## config.mk

```make
export PLATFORM = sky130hd
export DESIGN_NAME = reference_first_count_reorder_top_flat
export DESIGN_NICKNAME = d
export VERILOG_FILES = /design/src/design/rfcr_pkg.sv /design/src/design/rfcr_if.sv /design/src/design/reference_first_count_reorder_top.sv /design/src/flat_wrapper.sv
export SDC_FILE = /design/constraint.sdc
export NUM_CORES = 1
export LEC_CHECK = 0
export ABC_AREA = 1
export BUFFER_PORTS_ARGS = -buffer_cell sky130_fd_sc_hd__buf_2
export CAP_MARGIN = 20
export CORE_MARGIN = 1
export CORE_UTILIZATION = 40
export CTS_BUF_LIST = sky130_fd_sc_hd__clkbuf_4 sky130_fd_sc_hd__clkbuf_8
export DETAILED_ROUTE_END_ITERATION = 12
export PLACE_DENSITY = 0.61
export REMOVE_ABC_BUFFERS = 1
export SYNTH_ARGS = -nofsm -noshare
export SYNTH_HDL_FRONTEND = slang
export SYNTH_SLANG_ARGS = --single-unit
```

## constraint.sdc

```tcl
create_clock -name i_clk -period 16.5 [get_ports i_clk]
set_clock_uncertainty 0.2 [all_clocks]
set_input_delay 3.3 -clock i_clk [delete_from_list [all_inputs] [get_ports i_clk]]
set_output_delay 3.3 -clock i_clk [all_outputs]
set_load 0.01 [all_outputs]
```

## src/design/rfcr_pkg.sv

```systemverilog
// Package for the reference-first count reorder block.
// Holds count width, symbol codes and the decoded base type; no dependencies.
package rfcr_pkg;

    localparam int COUNT_BITS = 32;
    localparam int CNT_W      = COUNT_BITS - 1;
    localparam int NUM_BASES  = 4;
    localparam int NUM_ALTS   = NUM_BASES - 1;

    typedef logic [CNT_W-1:0] t_count;
    typedef logic [7:0]       t_symbol;
    typedef logic [1:0]       t_base_idx;

    localparam t_symbol SYM_A_UP = 8'h41;
    localparam t_symbol SYM_C_UP = 8'h43;
    localparam t_symbol SYM_G_UP = 8'h47;
    localparam t_symbol SYM_T_UP = 8'h54;
    localparam t_symbol SYM_N_UP = 8'h4E;
    localparam t_symbol SYM_A_LO = 8'h61;
    localparam t_symbol SYM_C_LO = 8'h63;
    localparam t_symbol SYM_G_LO = 8'h67;
    localparam t_symbol SYM_T_LO = 8'h74;
    localparam t_symbol SYM_N_LO = 8'h6E;

    typedef enum logic [2:0] {
        SEL_A,
        SEL_C,
        SEL_G,
        SEL_T,
        SEL_N,
        SEL_BAD
    } t_sel;

endpackage

```

## src/design/rfcr_if.sv

```systemverilog
// Valid/ready channel interfaces for the count reorder block.
// Depends on rfcr_pkg for the count and symbol types.
interface rfcr_in_if;
    logic             valid;
    logic             ready;
    rfcr_pkg::t_symbol ref_symbol;
    rfcr_pkg::t_count count_a;
    rfcr_pkg::t_count count_c;
    rfcr_pkg::t_count count_g;
    rfcr_pkg::t_count count_t;

    modport source (output valid, ref_symbol, count_a, count_c, count_g, count_t,
                    input ready);
    modport sink (input valid, ref_symbol, count_a, count_c, count_g, count_t,
                  output ready);
endinterface

interface rfcr_out_if;
    logic             valid;
    logic             ready;
    rfcr_pkg::t_count ref_count;
    rfcr_pkg::t_count alt_first;
    rfcr_pkg::t_count alt_second;
    rfcr_pkg::t_count alt_third;
    logic             bad_reference;

    modport source (output valid, ref_count, alt_first, alt_second, alt_third,
                    bad_reference, input ready);
    modport sink (input valid, ref_count, alt_first, alt_second, alt_third,
                  bad_reference, output ready);
endinterface

```

## src/design/reference_first_count_reorder_top.sv

```systemverilog
// Top level of the reference-first count reorder block.
// Depends on rfcr_pkg and the channel interfaces in rfcr_if.sv.
//
// Usage:
//   i_item carries one position per transaction: the reference symbol (ASCII
//   A/C/G/T/N, either case) and the four base counts. o_result carries one
//   transaction per input: the reference count first, then the other three
//   counts from largest to smallest, plus bad_reference. For N the base with
//   the highest count is the reference, the first of equal counts winning.
//   An unknown symbol sets bad_reference and passes the counts unchanged.
//   Pipeline: an accepted transaction passes the input register, one
//   compare-and-select level and the result register; a stall on o_result
//   can hold it in either register before the result transaction completes.
//   Throughput: one transaction per cycle while o_result.ready stays high;
//   all pairwise count compares run in parallel, so nothing iterates.
//   Reset: synchronous, active low; empties both register stages.
//   Stall: while o_result.ready is low the result holds, the input register
//   still fills, and i_item.ready drops only once both stages are full.
module reference_first_count_reorder_top (
    input  logic         i_clk,
    input  logic         i_rst_n,
    rfcr_in_if.sink      i_item,
    rfcr_out_if.source   o_result
);

    logic              r_in_vld;
    rfcr_pkg::t_symbol r_in_sym;
    rfcr_pkg::t_count  r_in_cnt [rfcr_pkg::NUM_BASES];

    logic              r_out_vld;
    rfcr_pkg::t_count  r_out_ref;
    rfcr_pkg::t_count  r_out_alt [rfcr_pkg::NUM_ALTS];
    logic              r_out_bad;

    logic              out_free;
    logic              in_free;

    rfcr_pkg::t_sel      sel_code;
    logic [rfcr_pkg::NUM_BASES-1:0] gt [rfcr_pkg::NUM_BASES];
    logic [rfcr_pkg::NUM_BASES-1:0] max_hit;
    rfcr_pkg::t_base_idx ref_idx;
    logic [1:0]          rank [rfcr_pkg::NUM_BASES];
    logic [rfcr_pkg::NUM_BASES-1:0] slot_hit [rfcr_pkg::NUM_ALTS];

    rfcr_pkg::t_count  n_ref;
    rfcr_pkg::t_count  n_alt [rfcr_pkg::NUM_ALTS];
    logic              n_bad;

    assign out_free     = !r_out_vld || o_result.ready;
    assign in_free      = !r_in_vld || out_free;
    assign i_item.ready = in_free;

    always_comb begin
        unique case (r_in_sym)
            rfcr_pkg::SYM_A_UP, rfcr_pkg::SYM_A_LO: sel_code = rfcr_pkg::SEL_A;
            rfcr_pkg::SYM_C_UP, rfcr_pkg::SYM_C_LO: sel_code = rfcr_pkg::SEL_C;
            rfcr_pkg::SYM_G_UP, rfcr_pkg::SYM_G_LO: sel_code = rfcr_pkg::SEL_G;
            rfcr_pkg::SYM_T_UP, rfcr_pkg::SYM_T_LO: sel_code = rfcr_pkg::SEL_T;
            rfcr_pkg::SYM_N_UP, rfcr_pkg::SYM_N_LO: sel_code = rfcr_pkg::SEL_N;
            default:                                sel_code = rfcr_pkg::SEL_BAD;
        endcase
    end

    always_comb begin
        for (int i = 0; i < rfcr_pkg::NUM_BASES; i++) begin
            for (int j = 0; j < rfcr_pkg::NUM_BASES; j++) begin
                gt[i][j] = (i != j) && (r_in_cnt[i] > r_in_cnt[j]);
            end
        end
    end

    always_comb begin
        for (int i = 0; i < rfcr_pkg::NUM_BASES; i++) begin
            max_hit[i] = 1'b1;
            for (int j = 0; j < rfcr_pkg::NUM_BASES; j++) begin
                if (j < i && !gt[i][j]) begin
                    max_hit[i] = 1'b0;
                end
                if (j > i && gt[j][i]) begin
                    max_hit[i] = 1'b0;
                end
            end
        end
    end

    always_comb begin
        unique case (sel_code)
            rfcr_pkg::SEL_A: ref_idx = 2'd0;
            rfcr_pkg::SEL_C: ref_idx = 2'd1;
            rfcr_pkg::SEL_G: ref_idx = 2'd2;
            rfcr_pkg::SEL_T: ref_idx = 2'd3;
            rfcr_pkg::SEL_N: begin
                priority if (max_hit[0]) ref_idx = 2'd0;
                else if (max_hit[1])     ref_idx = 2'd1;
                else if (max_hit[2])     ref_idx = 2'd2;
                else                     ref_idx = 2'd3;
            end
            default: ref_idx = 2'd0;
        endcase
    end

    // Rank each non-reference count; ties break toward the lower index.
    always_comb begin
        for (int i = 0; i < rfcr_pkg::NUM_BASES; i++) begin
            rank[i] = 2'd0;
            for (int j = 0; j < rfcr_pkg::NUM_BASES; j++) begin
                if (j != i && ref_idx != 2'(j)) begin
                    if (j < i) begin
                        rank[i] = rank[i] + 2'(!gt[i][j]);
                    end else begin
                        rank[i] = rank[i] + 2'(gt[j][i]);
                    end
                end
            end
        end
        for (int k = 0; k < rfcr_pkg::NUM_ALTS; k++) begin
            for (int i = 0; i < rfcr_pkg::NUM_BASES; i++) begin
                slot_hit[k][i] = (ref_idx != 2'(i)) && (rank[i] == 2'(k));
            end
        end
    end

    always_comb begin
        n_bad = (sel_code == rfcr_pkg::SEL_BAD);
        if (n_bad) begin
            n_ref = r_in_cnt[0];
            for (int k = 0; k < rfcr_pkg::NUM_ALTS; k++) begin
                n_alt[k] = r_in_cnt[k+1];
            end
        end else begin
            n_ref = r_in_cnt[ref_idx];
            for (int k = 0; k < rfcr_pkg::NUM_ALTS; k++) begin
                n_alt[k] = '0;
                for (int i = 0; i < rfcr_pkg::NUM_BASES; i++) begin
                    n_alt[k] = n_alt[k] | (slot_hit[k][i] ? r_in_cnt[i] : '0);
                end
            end
        end
    end

    always_ff @(posedge i_clk) begin
        if (!i_rst_n) begin
            r_in_vld  <= 1'b0;
            r_out_vld <= 1'b0;
        end else begin
            if (in_free) begin
                r_in_vld <= i_item.valid;
            end
            if (out_free) begin
                r_out_vld <= r_in_vld;
            end
        end
    end

    always_ff @(posedge i_clk) begin
        if (i_item.valid && in_free) begin
            r_in_sym    <= i_item.ref_symbol;
            r_in_cnt[0] <= i_item.count_a;
            r_in_cnt[1] <= i_item.count_c;
            r_in_cnt[2] <= i_item.count_g;
            r_in_cnt[3] <= i_item.count_t;
        end
        if (r_in_vld && out_free) begin
            r_out_ref <= n_ref;
            r_out_alt <= n_alt;
            r_out_bad <= n_bad;
        end
    end

    assign o_result.valid         = r_out_vld;
    assign o_result.ref_count     = r_out_ref;
    assign o_result.alt_first     = r_out_alt[0];
    assign o_result.alt_second    = r_out_alt[1];
    assign o_result.alt_third     = r_out_alt[2];
    assign o_result.bad_reference = r_out_bad;

    a_sorted_alts: assert property (@(posedge i_clk) disable iff (!i_rst_n)
        (o_result.valid && !o_result.bad_reference) |->
            (o_result.alt_first >= o_result.alt_second &&
             o_result.alt_second >= o_result.alt_third))
        else $error("alternate counts out of order");

    a_slots_unique: assert property (@(posedge i_clk) disable iff (!i_rst_n)
        (r_in_vld && !n_bad) |->
            ($onehot(slot_hit[0]) && $onehot(slot_hit[1]) && $onehot(slot_hit[2])))
        else $error("alternate slot not filled by exactly one count");

    a_single_max: assert property (@(posedge i_clk) disable iff (!i_rst_n)
        (r_in_vld && sel_code == rfcr_pkg::SEL_N) |-> $onehot(max_hit))
        else $error("wildcard pick is not unique");

    a_bad_flag: assert property (@(posedge i_clk) disable iff (!i_rst_n)
        (r_in_vld && out_free) |=>
            (o_result.valid && o_result.bad_reference == $past(n_bad)))
        else $error("result did not advance with its error flag");

    a_input_taken: assert property (@(posedge i_clk) disable iff (!i_rst_n)
        (i_item.valid && i_item.ready) |=> r_in_vld)
        else $error("accepted transaction lost at input register");

endmodule
```

## src/flat_wrapper.sv

```systemverilog
// flat-port wrapper written by rule: the top's interface ports become plain ports
module reference_first_count_reorder_top_flat 
  (i_clk, i_rst_n, i_item_valid, i_item_ref_symbol, i_item_count_a, i_item_count_c, i_item_count_g, i_item_count_t, i_item_ready, o_result_valid, o_result_ref_count, o_result_alt_first, o_result_alt_second, o_result_alt_third, o_result_bad_reference, o_result_ready);
  rfcr_in_if i_item_i ();
  rfcr_out_if o_result_i ();
  input  logic i_clk;
  input  logic i_rst_n;
  input wire logic [$bits(i_item_i.valid)-1:0] i_item_valid;
  input wire logic [$bits(i_item_i.ref_symbol)-1:0] i_item_ref_symbol;
  input wire logic [$bits(i_item_i.count_a)-1:0] i_item_count_a;
  input wire logic [$bits(i_item_i.count_c)-1:0] i_item_count_c;
  input wire logic [$bits(i_item_i.count_g)-1:0] i_item_count_g;
  input wire logic [$bits(i_item_i.count_t)-1:0] i_item_count_t;
  output wire logic [$bits(i_item_i.ready)-1:0] i_item_ready;
  output wire logic [$bits(o_result_i.valid)-1:0] o_result_valid;
  output wire logic [$bits(o_result_i.ref_count)-1:0] o_result_ref_count;
  output wire logic [$bits(o_result_i.alt_first)-1:0] o_result_alt_first;
  output wire logic [$bits(o_result_i.alt_second)-1:0] o_result_alt_second;
  output wire logic [$bits(o_result_i.alt_third)-1:0] o_result_alt_third;
  output wire logic [$bits(o_result_i.bad_reference)-1:0] o_result_bad_reference;
  input wire logic [$bits(o_result_i.ready)-1:0] o_result_ready;
  assign i_item_i.valid = i_item_valid;
  assign i_item_i.ref_symbol = i_item_ref_symbol;
  assign i_item_i.count_a = i_item_count_a;
  assign i_item_i.count_c = i_item_count_c;
  assign i_item_i.count_g = i_item_count_g;
  assign i_item_i.count_t = i_item_count_t;
  assign i_item_ready = i_item_i.ready;
  assign o_result_valid = o_result_i.valid;
  assign o_result_ref_count = o_result_i.ref_count;
  assign o_result_alt_first = o_result_i.alt_first;
  assign o_result_alt_second = o_result_i.alt_second;
  assign o_result_alt_third = o_result_i.alt_third;
  assign o_result_bad_reference = o_result_i.bad_reference;
  assign o_result_i.ready = o_result_ready;
  reference_first_count_reorder_top u_core (.i_clk(i_clk), .i_rst_n(i_rst_n), .i_item(i_item_i), .o_result(o_result_i));
endmodule
```

==> parameters.txt, run 1 <==
Parameter                              Value

Route
  Post-route DRC    0
  DR pass1 iterations    6
  Met1 layer wirelength in the final routing    ~27000 µm
  Detailed Route WL    62210 µm
  Routed length on met3    roughly 5000 µm
  Routed wl met2    between 20000 and 30000 µm
  Per-cell via count in the routed design    roughly 5.4
  WL/cell    between 20 and 25 µm
  DRC marker count from the first detailed-route iteration    around 1600
  Highest signal layer in the routed design    met4
  Post-route antenna net violation count    0
  Via count    16280

Setup path
  Slowest CP cell    sky130_fd_sc_hd__nand2_2
  Worst Setup End Kind    flip-flop
  Arrival time of the worst setup path    approximately 7400 ps
  Critical path type    flip-flop to flip-flop
  Data required time of the critical path    about 17000 ps
  Largest stage delay on the critical path    about 880 ps
  Crit-path most repeated cell    sky130_fd_sc_hd__nand2_1
  Type of element launching the critical path    flip-flop
  Largest driver fanout on the critical path    37

Final layout
  Post-route core utilization    roughly 47%
  Area used by multi-input combinational logic    8622 µm²
  Layout filler cell count    around 4300
  Synth-to-Final Area Change    15.31%
  Seq. cell area    around 7700 µm²
  Number of diodes    0
  Number of nets at the end of the flow    ~2700
  Fraction of layout instances using a drive strength above 1    between 10% and 20%

Synth
  Commonest cells post-synth    726 x sky130_fd_sc_hd__nand2_1, 256 x sky130_fd_sc_hd__edfxtp_1, 230 x sky130_fd_sc_hd__inv_1
  Post-synth EDFFs    roughly 260
  Fraction of synthesized cell area taken by the top area cell type    between 40% and 50%
  Yosys cell types    39
  Count of mapped cells out of synthesis    ~2100
  Area of the mapped netlist    approximately 18000 µm²
  Register bit count reported by yosys    between 200 and 300
  Register area share after synthesis    between 40% and 50%
  Post-synth ARST share    0%
  Cell accounting for the most synthesized area    sky130_fd_sc_hd__edfxtp_1
  Synthesis Warnings    0
  Most frequent cell after synthesis    sky130_fd_sc_hd__nand2_1
  Ranking of synthesized cells by area    sky130_fd_sc_hd__edfxtp_1 44%, sky130_fd_sc_hd__nand2_1 15%, sky130_fd_sc_hd__ha_1 14%
  Main flop type after synthesis    sky130_fd_sc_hd__edfxtp_1
  Avg Inst Size Synth    ~8 µm²

Clock network
  Max H-tree Level    2
  Post-CTS setup-driven buffer insertion count    0
  Register clock-pin slew on the reported worst setup and hold paths    60 ps
  Hold-fix buffers at CTS    0
  Maximum buffer depth of the clock tree    3
  Clock tree from TritonCTS    done
  Total CTS buffers    44
  Clk Latency, worst-skew pair    about 630 ps
  CTS sink cnt    ~260
  Resized Gates After CTS    0
  Clock root cell    sky130_fd_sc_hd__clkbuf_8

Timing
  Minimum clock period after layout    about 7300 ps
  Final setup violation count    0
  Unrepaired setup endpoints after global routing    false
  Aggregate negative setup slack    0 ps
  Normalized max-slew margin    slightly above 20%
  Total count of hold-check failures in the final report    0
  Worst Max-Slew Pin Slew    roughly 1200 ps
  Worst hold slack    roughly 320 ps
  Achievable frequency    between 100 and 150 MHz
  Period Utilization, post-route    roughly 44%
  Final number of max-transition violations    0

Global route
  Largest net degree at the start of global routing    74
  Total congestion overflow after global routing    0
  Vias in the first global route    ~16000
  Total global-route track usage    about 28%
  Initial antenna violation count    0
  Wire length of the first global-routing pass    92850 µm

Status
  Status    finished, final reports clean

Power and ir drop
  Total chip power    around 1900 µW
  Leakage power    0.009914 µW
  PwrDens    between 90 and 100 nW/µm²
  Max rail drop VDD    61.33 µV

Placement
  Number of port buffers    ~260
  DPL Wire Length    41240 µm
  Routability Congestion    around 0.93

Floorplan
  Die ar.    about 45000 µm²
  Area of the core    approximately 43000 µm²
  Site Rows    between 70 and 80
  Number of top-level pins    around 260
  Width of the die    about 210 µm
  Starting Density    about 40%
  Chip Height    ~210 µm

Run
  Max_cap viols    0

Hold path
  Hold/Removal Path Class    flip-flop to flip-flop
through the flow:
step           worst slack (ps)  area (µm²)  std cells
2_1_floorplan              6293       17210       2053
4_1_cts                    9209       20340       3000
5_1_grt                    8931       20360       3001
3_3_place_gp               9226       19470       2924
6_report                   9205       20360       3001
3_5_place_dp               9213       19470       2924
final cells by class:
| class | instances | share of cell area (%) |
|---|---|---|
| clock buffer | 54 | 3.405 |
| clock inverter | 22 | 0.8666 |
| inverter | 238 | 4.413 |
| multi-input combinational | 1557 | 42.35 |
| sequential | 258 | 37.96 |
| tap | 585 | 3.595 |
| timing repair buffer | 287 | 7.412 |
cells in the final DEF, fill, tap and decap left out, drive strengths merged, types with 5 or more instances in the layout:
master / netlist / final
a21o: 10 / 10
a21oi: 84 / 84
a22oi: 7 / 7
buf: 60 / 287
clkbuf: 34 / 54
clkinv: 1 / 20
edfxtp: 256 / 256
ha: 193 / 193
inv: 237 / 237
nand2: 736 / 736
nand3: 119 / 119
nand4: 158 / 158
nor2: 183 / 183
nor3: 7 / 7
o2111ai: 24 / 24
o21a: 5 / 5
o21ai: 12 / 12
o221ai: 7 / 7
logic make-up after synthesis:
family,Yosys count,synth area share [%]
AOI/OAI and AO/OA,153,5.492
adders and majority gates,193,13.68
buffers and inverters,332,7.583
DFF,258,43.77
and+or+nand+nor,1211,29.48
path summary, 6_finish.rpt:
kind	from	to	slack, ps	cells past startpoint
setup / recovery	u_core.r_in_cnt[2][14]	u_core.o_result.alt_second[25]	9210	33
hold / removal	u_core.o_result.valid	u_core.o_result.valid	320	2
setup reg to reg	u_core.r_in_cnt[2][14]	u_core.o_result.alt_second[25]	9210	33
hold reg to reg	u_core.o_result.valid	u_core.o_result.valid	320	2
per-layer routing:
metal,vias to the layer above,global-route usage (%)
li1,7780,-
met1,7601,37.22
met2,754,43.18
met3,145,4.742
met4,0,12.74
met5,-,0
registers in the layout, indices dropped and copies added (netlist names):
| name | cells |
|---|---|
| u_core.r_in_vld | 1 |
| u_core.r_in_sym | 7 |
| u_core.o_result.valid | 1 |
| u_core.o_result.bad_reference | 1 |
| u_core.o_result.alt_second | 31 |
| u_core.r_in_cnt | 124 |
| u_core.o_result.alt_first | 31 |
| u_core.o_result.alt_third | 31 |
| u_core.o_result.ref_count | 31 |
where the power goes:
group	internal, µW	leakage [µW]	switching, µW	total (µW)
Clock	323	0.000455	271	593
Sequential	768	0.00247	39.5	808
Combinational	143	0.00699	353	495
worst max-delay path: cells and delay by family, from the launching register on:
kind	cells	cell delay, ps
compound gates	1	90
flops	1	550
buf+inv	9	2200
simple gates	20	2990
fa+ha+maj	3	940
No activity file was read; power rests on OpenSTA's default activity.
==> inputs of run 2 (changes only) <==
--- a/config.mk
+++ b/config.mk
@@ -5,14 +5,14 @@
 export SDC_FILE = /design/constraint.sdc
 export NUM_CORES = 1
 export LEC_CHECK = 0
-export ABC_AREA = 1
+export ABC_AREA = 0
 export BUFFER_PORTS_ARGS = -buffer_cell sky130_fd_sc_hd__buf_2
 export CAP_MARGIN = 20
 export CORE_MARGIN = 1
 export CORE_UTILIZATION = 40
 export CTS_BUF_LIST = sky130_fd_sc_hd__clkbuf_4 sky130_fd_sc_hd__clkbuf_8
 export DETAILED_ROUTE_END_ITERATION = 12
-export PLACE_DENSITY = 0.61
+export PLACE_DENSITY = 0.64
 export REMOVE_ABC_BUFFERS = 1
 export SYNTH_ARGS = -nofsm -noshare
 export SYNTH_HDL_FRONTEND = slang
==> constraint.sdc (replaced) <==
create_clock -name i_clk -period 6.2 [get_ports i_clk]
set_clock_uncertainty 0.2 [all_clocks]
set_input_delay 1.24 -clock i_clk [delete_from_list [all_inputs] [get_ports i_clk]]
set_output_delay 1.24 -clock i_clk [all_outputs]
set_load 0.01 [all_outputs]
==> run 2 against run 1 <==
  * Worst hold slack improved by 21 ps
  * Register-to-register slack got worse by 8900 ps
  * Worst setup slack got worse by 8900 ps
  * Synthesized cell count fell by 39%
  * Core utilization rose by 1.5 points
  * Global-route usage fell by 1.7 points
  * Cell count fell by 27%
  * Fmax rose by 23%
  * Largest cell class is now sequential cells
==> parameters.txt, run 2 <==
Parameter                              Value

Global route
  Largest net degree at the start of global routing    126 (+70%)
  Wire length of the first global-routing pass    76620 µm (-17%)
  Total global-route track usage    25.93% (-1.7 points)
  Initial antenna violation count    0 (unchanged)
  Vias in the first global route    12640 (-21%)
  Total congestion overflow after global routing    0 (unchanged)

Power and ir drop
  Combinational power share    16.4% (-9.7 points)
  Switching pwr    1244 µW (+88%)
  Max rail drop VDD    151.0 µV (+150%)
  PwrDens    236.8 nW/µm² (+150%)
  Total chip power    4442 µW (+130%)
  Part of the power in registers    48.3% (+5.7 points)
  Clock network fraction of design power    35.3% (+4.0 points)
  Net switching fraction of the power    28.01% (-6.9 points)
  Total internal power    3198 µW (+160%)
  Leakage power    0.007877 µW (-21%)

Clock network
  Max H-tree Level    2 (unchanged)
  Clock root cell    sky130_fd_sc_hd__clkbuf_8
  Hold-fix buffers at CTS    0 (unchanged)
  Clock tree from TritonCTS    done
  CTS sink cnt    258 (unchanged)
  Total CTS buffers    46 (+4.5%)
  Register clock-pin slew on the reported worst setup and hold paths    60 ps (about the same)
  Maximum buffer depth of the clock tree    3 (unchanged)
  Clk Latency, worst-skew pair    610 ps (-20 ps)
  Resized Gates After CTS    0 (unchanged)
  Post-CTS setup-driven buffer insertion count    0 (unchanged)

Route
  Post-route DRC    0 (unchanged)
  DRC marker count from the first detailed-route iteration    1396 (-12%)
  DR pass1 iterations    6 (unchanged)
  Per-cell via count in the routed design    5.982 (+10%)
  Post-route antenna net violation count    0 (unchanged)
  Via count    13030 (-20%)
  WL/cell    23.81 µm (+15%)
  Detailed Route WL    51880 µm (-17%)

Setup path
  Reg-to-reg critical path startpoint    u_core.r_in_cnt[0][6]
  Data required time of the critical path    6440 ps (-10210 ps)
  List of cells traversed by the critical path    inv_1 > ha_1 > a21oi_1 > a21oi_1 > a2111oi_0 > buf_4 > a21oi_1 > o211a_1 > o21ai_0 > nor2b_2 > nor2_1 > ha_1 > a21oi_1 > nor2_1 > ha_1 > nor2b_1 > and2_1 > mux2i_1 > a211oi_4 > buf_12 > a221o_1
  Largest driver fanout on the critical path    20 (-46%)
  Type of element launching the critical path    flip-flop
  Combined buffer and inverter count along the critical path    3 (-6)
  Crit-path most repeated cell    sky130_fd_sc_hd__a21oi_1
  Critical path startpoint    u_core.r_in_cnt[0][6]
  Arrival time of the worst setup path    6180 ps (-1260 ps)
  Critical path type    flip-flop to flip-flop
  Worst Setup End Kind    flip-flop
  Crit path max-delay family    compound AO/OA/AOI/OAI gates
  Slowest CP cell    sky130_fd_sc_hd__a211oi_4
  Largest stage delay on the critical path    880 ps (about the same)

Synth
  Yosys cell types    80 (+110%)
  Adder-Cell Fraction of Synth Area    15.40% (+1.7 points)
  Post-synth EDFFs    256 (unchanged)
  Ranking of synthesized cells by area    sky130_fd_sc_hd__edfxtp_1 49%, sky130_fd_sc_hd__ha_1 15%, sky130_fd_sc_hd__a221o_1 4.0%
  Cell accounting for the most synthesized area    sky130_fd_sc_hd__edfxtp_1
  Portion of netlist area occupied by mux cells    0.3990% (+0.40 points)
  Area of the mapped netlist    15680 µm² (-11%)
  Synth Area in Simple Gates    7.549% (-22 points)
  Area share of xor/xnor cells in the synthesized design    0.1117% (+0.11 points)
  Register bit count reported by yosys    258 (unchanged)
  Count of mapped cells out of synthesis    1320 (-39%)
  Post-synth ARST share    0% (unchanged)
  Register area share after synthesis    49.29% (+5.5 points)
  Most frequent cell after synthesis    sky130_fd_sc_hd__edfxtp_1
  Compound-gate portion of the synthesized area    21.98% (+16 points)
  Commonest cells post-synth    256 x sky130_fd_sc_hd__edfxtp_1, 193 x sky130_fd_sc_hd__ha_1, 139 x sky130_fd_sc_hd__inv_1
  Main combinational cell family by area after synthesis    compound AO/OA/AOI/OAI gates
  Main flop type after synthesis    sky130_fd_sc_hd__edfxtp_1
  Synthesis Warnings    0 (unchanged)
  Fraction of synthesized cell area taken by the top area cell type    49.03% (+5.5 points)
  Avg Inst Size Synth    11.88 µm² (+44%)

Status
  Status    finished, final reports clean

Timing
  Normalized max-slew margin    33.47% (+13 points)
  Worst path setup slack after routing    255.6 ps (-8950 ps)
  Unrepaired setup endpoints after global routing    false
  Worst hold slack    343.6 ps (+21.45 ps)
  Achievable frequency    168.2 MHz (+23%)
  Worst Max-Slew Pin Slew    994.8 ps (-191.1 ps)
  Final setup violation count    0 (unchanged)
  Period Utilization, post-route    95.88% (+52 points)
  Final number of max-transition violations    0 (unchanged)
  Total count of hold-check failures in the final report    0 (unchanged)
  Minimum clock period after layout    5944 ps (-1350 ps)

Final layout
  Highest-count cells in the layout ignoring fill and taps    261 x sky130_fd_sc_hd__buf_2, 256 x sky130_fd_sc_hd__edfxtp_1, 193 x sky130_fd_sc_hd__ha_1, 139 x sky130_fd_sc_hd__inv_1, 84 x sky130_fd_sc_hd__a21oi_1
  Biggest register    u_core.r_in_cnt
  Number of nets at the end of the flow    1955 (-28%)
  Fraction of layout instances using a drive strength above 1    25.35% (+9.2 points)
  Most common cell after layout, fill and taps aside    sky130_fd_sc_hd__buf_2
  Synth-to-Final Area Change    19.64%
  Seq. cell area    7727 µm² (unchanged)
  Max FFs per register    124 (unchanged)
  Area used by multi-input combinational logic    7196 µm² (-17%)
  Layout filler cell count    3580 (-16%)
  Number of diodes    0 (unchanged)

Floorplan
  Site Rows    72 (-5.3%)
  Starting Density    40.57% (-0.24 points)
  Width of the die    200.0 µm (-5.7%)
  Number of top-level pins    263 (unchanged)
  Area of the core    38650 µm² (-11%)
  Chip Height    200.0 µm (-5.7%)
  Die ar.    39990 µm² (-11%)

Placement
  Worst slack at placement    406.3 ps (-8806 ps)
  DPL Wire Length    36780 µm (-11%)
  Number of port buffers    261 (unchanged)
  Routability Congestion    0.9615 (+3.6%)

Hold path
  Hold/Removal Path Class    flip-flop to flip-flop
  Hold path startpoint    u_core.r_in_vld

Run
  Max_cap viols    0 (unchanged)
## run 2: cell types whose count changed after synthesis, sizes merged, moves of 24 or more
cell	change
a22o	+62
inv	-98
nand3	-90
a222oi	+31
nand2	-690
buf	-28
nor2	-137
o2111ai	-24
o21ai	+63
a32oi	+32
nand4	-121
a221o	+63
## run 2: path summary, 6_finish.rpt
check | endpoint | slack, ps | depth (start not counted)
worst min-delay path | u_core.o_result.valid | 340 | 1
worst min register to register | u_core.o_result.valid | 340 | 1
worst max register to register | u_core.o_result.alt_first[23] | 260 | 21
worst max-delay path | u_core.o_result.alt_first[23] | 260 | 21
## run 2: per-stage QoR
| stage | instance area, µm² | setup TNS, ps | utilization, % | std cells |
|---|---|---|---|---|
| floorplan | 15370 | -234730 | - | 1264 |
| global placement | 17860 | 0 | 46.21 | 2096 |
| detailed placement | 17860 | 0 | 46.21 | 2096 |
| CTS | 18760 | 0 | 48.54 | 2179 |
| global route | 18760 | 0 | 48.54 | 2179 |
| finish | 18760 | 0 | 48.54 | 2179 |
## run 2: area by class of cell
class | count | share of cell area, %
clock buffer | 70 | 4.436
clock inverter | 13 | 0.3535
inverter | 139 | 2.781
multi-input combinational | 867 | 38.36
sequential | 258 | 41.20
tap | 518 | 3.455
timing repair buffer | 314 | 9.418
## run 2: metal layers
layer	share of wire, %	global-route usage (%)
met1	42	34.38
met2	48	42.81
met3	7.6	3.965
met4	3.0	9.584
met5	0	0
## run 2: power by group through the flow
| stage | combinational, µW | sequential [µW] | clock (µW) |
|---|---|---|---|
| 2_1_floorplan | 416 | 2180 | 0 |
| 3_3_place_gp | 711 | 2180 | 0 |
| 3_5_place_dp | 724 | 2180 | 0 |
| 4_1_cts | 730 | 2140 | 1610 |
| 5_1_grt | 811 | 2160 | 1680 |
| 6_report | 731 | 2150 | 1570 |
## run 2: cell families after synthesis
family,Yosys count
fa+ha+maj,193
compound gates,444
xor+xnor,2
flops,258
buf+inv,195
simple gates,222
mux,6
==> inputs of run 3 (changes only) <==
--- a/config.mk
+++ b/config.mk
@@ -12,7 +12,6 @@
 export CORE_UTILIZATION = 40
 export CTS_BUF_LIST = sky130_fd_sc_hd__clkbuf_4 sky130_fd_sc_hd__clkbuf_8
 export DETAILED_ROUTE_END_ITERATION = 12
-export PLACE_DENSITY = 0.64
 export REMOVE_ABC_BUFFERS = 1
 export SYNTH_ARGS = -nofsm -noshare
 export SYNTH_HDL_FRONTEND = slang
==> run 3 against run 2 <==
  * Global-route usage increased by 0.37 points
  * Worst setup slack better by 33 ps
  * Cell area is 0.42% higher
  * Flip-flop and latch count unchanged
  * Clock-buffer cell count shrank 10
  * Combinational power is essentially flat
  * Highest routed layer is now met5
==> parameters.txt, run 3 (synthesized netlist as in run 2, its figures left out) <==
Parameter                              Value

Timing
  Final setup violation count    0 (unchanged)
  Worst hold slack    335.1 ps (-8.498 ps)
  Final number of max-transition violations    0 (unchanged)
  Period Utilization, post-route    95.34% (-0.54 points)
  Minimum clock period after layout    5911 ps (-33.39 ps)
  Total count of hold-check failures in the final report    0 (unchanged)
  Achievable frequency    169.2 MHz (+0.57%)
  Worst Max-Slew Pin Slew    903.3 ps (-91.56 ps)
  Normalized max-slew margin    39.78% (+6.3 points)
  Worst path setup slack after routing    288.9 ps (+33.39 ps)

Route
  DR pass1 iterations    6 (unchanged)
  Via count    12930 (-0.81%)
  Post-route DRC    0 (unchanged)
  DRC marker count from the first detailed-route iteration    1221 (-13%)
  Per-cell via count in the routed design    5.949 (-0.54%)
  WL/cell    24.30 µm (+2.0%)
  Detailed Route WL    52800 µm (+1.8%)
  Post-route antenna net violation count    0 (unchanged)

Power and ir drop
  Total internal power    3284 µW (+2.7%)
  Max rail drop VDD    134.3 µV (-11%)
  Net switching fraction of the power    27.68% (-0.32 points)
  Leakage power    0.007887 µW (+0.13%)
  Part of the power in registers    47.2% (-1.1 points)
  Switching pwr    1257 µW (+1.0%)
  PwrDens    241.1 nW/µm² (+1.8%)
  Combinational power share    16.2% (-0.2 points)
  Clock network fraction of design power    36.6% (+1.3 points)

Placement
  Number of port buffers    261 (unchanged)
  Inst Count DP    2093 (-0.14%)
  DPL Wire Length    37430 µm (+1.8%)
  Worst slack at placement    316.0 ps (-90.25 ps)
  Routability Congestion    0.9270 (-3.6%)
  Placed instance area    17870 µm² (about the same)

Setup path
  Reg-to-reg critical path startpoint    u_core.r_in_cnt[3][30]
  Largest driver fanout on the critical path    21 (+5.0%)
  Worst R2R Path Depth    18 (-14%)
  Crit Reg-Reg Endpoint    u_core.o_result.alt_first[9]
  Worst Setup End Kind    flip-flop
  Crit path to    u_core.o_result.alt_first[9]
  Critical path startpoint    u_core.r_in_cnt[3][30]
  Data required time of the critical path    6470 ps (+30 ps)
  Worst reg2reg setup slack    290 ps (+30 ps)
  Critical path type    flip-flop to flip-flop
  Type of element launching the critical path    flip-flop
  Arrival time of the worst setup path    6180 ps (about the same)

Clock network
  CTS sink cnt    258 (unchanged)
  Resized Gates After CTS    0 (unchanged)
  Clk Latency, worst-skew pair    620 ps (about the same)
  Clock root cell    sky130_fd_sc_hd__clkbuf_8
  Max H-tree Level    2 (unchanged)
  Clock tree from TritonCTS    done
  Hold-fix buffers at CTS    0 (unchanged)
  Post-CTS setup-driven buffer insertion count    0 (unchanged)
  Register clock-pin slew on the reported worst setup and hold paths    60 ps (about the same)
  Maximum buffer depth of the clock tree    3 (unchanged)
  Total CTS buffers    45 (-2.2%)

Final layout
  Final instance area    18840 µm² (+0.42%)
  Max FFs per register    124 (unchanged)
  Number of nets at the end of the flow    1954 (-0.051%)
  Number of diodes    0 (unchanged)
  Biggest register    u_core.r_in_cnt
  Post-route core utilization    48.74% (+0.20 points)
  Synth-to-Final Area Change    20.14%
  Fraction of layout instances using a drive strength above 1    24.89% (-0.45 points)
  Finished Layout Cells    2173 (-0.28%)
  Most common cell after layout, fill and taps aside    sky130_fd_sc_hd__buf_2
  Highest-count cells in the layout ignoring fill and taps    261 x sky130_fd_sc_hd__buf_2, 256 x sky130_fd_sc_hd__edfxtp_1, 193 x sky130_fd_sc_hd__ha_1, 139 x sky130_fd_sc_hd__inv_1, 84 x sky130_fd_sc_hd__a21oi_1

Floorplan
  Chip Height    200.0 µm (unchanged)
  Site Rows    72 (unchanged)
  Width of the die    200.0 µm (unchanged)
  Number of top-level pins    263 (unchanged)
  Die ar.    39990 µm² (unchanged)
  Area of the core    38650 µm² (unchanged)
  Starting Density    40.57% (unchanged)

Hold path
  Hold/Removal Path Class    flip-flop to flip-flop

Status
  Status    finished, final reports clean

Global route
  Wire length of the first global-routing pass    77230 µm (+0.80%)
  Total congestion overflow after global routing    0 (unchanged)
  Largest net degree at the start of global routing    126 (unchanged)
  Vias in the first global route    12750 (+0.89%)
  Total global-route track usage    26.30% (+0.37 points)
  Initial antenna violation count    1 (+1)

Run
  Max_cap viols    0 (unchanged)
==> run 3: final cells by class <==
class / instances / area [µm²]
fill: 3546 / 19810
sequential: 258 / 7727
multi-input combinational: 867 / 7196
timing repair buffer: 314 / 1817
clock buffer: 60 / 744.5
tap: 518 / 648.1
inverter: 139 / 521.8
clock inverter: 17 / 182.7
==> run 3: per-layer routing <==
| metal | share of wire [%] | track usage [%] |
|---|---|---|
| met1 | 42 | 34.05 |
| met2 | 47 | 42.90 |
| met3 | 7.7 | 5.679 |
| met4 | 3.4 | 10.21 |
| met5 | 0.019 | 0 |
==> run 3: power groups by stage <==
stage	Clock, µW	Combinational [µW]	Sequential (µW)
after global placement	0	709	2180
after CTS	1710	730	2140
after global routing	1780	818	2150
after detailed placement	0	725	2180
final	1660	734	2140
after floorplan	0	416	2180
==> run 3: worst min-delay path by stage <==
stage,from,endpoint,cells past startpoint
6_report,u_core.r_in_vld,u_core.o_result.valid,1
5_1_grt,u_core.r_in_vld,u_core.o_result.valid,1
4_1_cts,u_core.r_in_vld,u_core.o_result.valid,1
3_5_place_dp,u_core.r_in_vld,u_core.o_result.valid,1
3_3_place_gp,u_core.r_in_vld,u_core.o_result.valid,1
2_1_floorplan,u_core.r_in_vld,u_core.o_result.valid,1
==> run 3: critical path, stage by stage (launching register included) <==
cell and delay (ps):
sky130_fd_sc_hd__edfxtp_1 550, sky130_fd_sc_hd__ha_1 390, sky130_fd_sc_hd__nand4_1 180, sky130_fd_sc_hd__nor4_1 560
sky130_fd_sc_hd__nand3_1 220, sky130_fd_sc_hd__a221o_1 480, sky130_fd_sc_hd__and3_4 240, sky130_fd_sc_hd__nor3_2 330
sky130_fd_sc_hd__and2_1 240, sky130_fd_sc_hd__nor2_1 60, sky130_fd_sc_hd__ha_1 310, sky130_fd_sc_hd__nand2_1 70
sky130_fd_sc_hd__o21ai_0 90, sky130_fd_sc_hd__ha_1 320, sky130_fd_sc_hd__nor2_1 180, sky130_fd_sc_hd__nand3_1 130
sky130_fd_sc_hd__o21ai_2 730, sky130_fd_sc_hd__buf_12 280, sky130_fd_sc_hd__a221o_1 200
==> run 3: through the flow <==
| step | setup TNS, ps | total power [µW] |
|---|---|---|
| 3_3_place_gp | 0 | 2889 |
| 6_report | 0 | 4541 |
| 4_1_cts | 0 | 4586 |
| 5_1_grt | -12.69 | 4755 |
| 2_1_floorplan | -234730 | 2592 |
| 3_5_place_dp | 0 | 2902 |
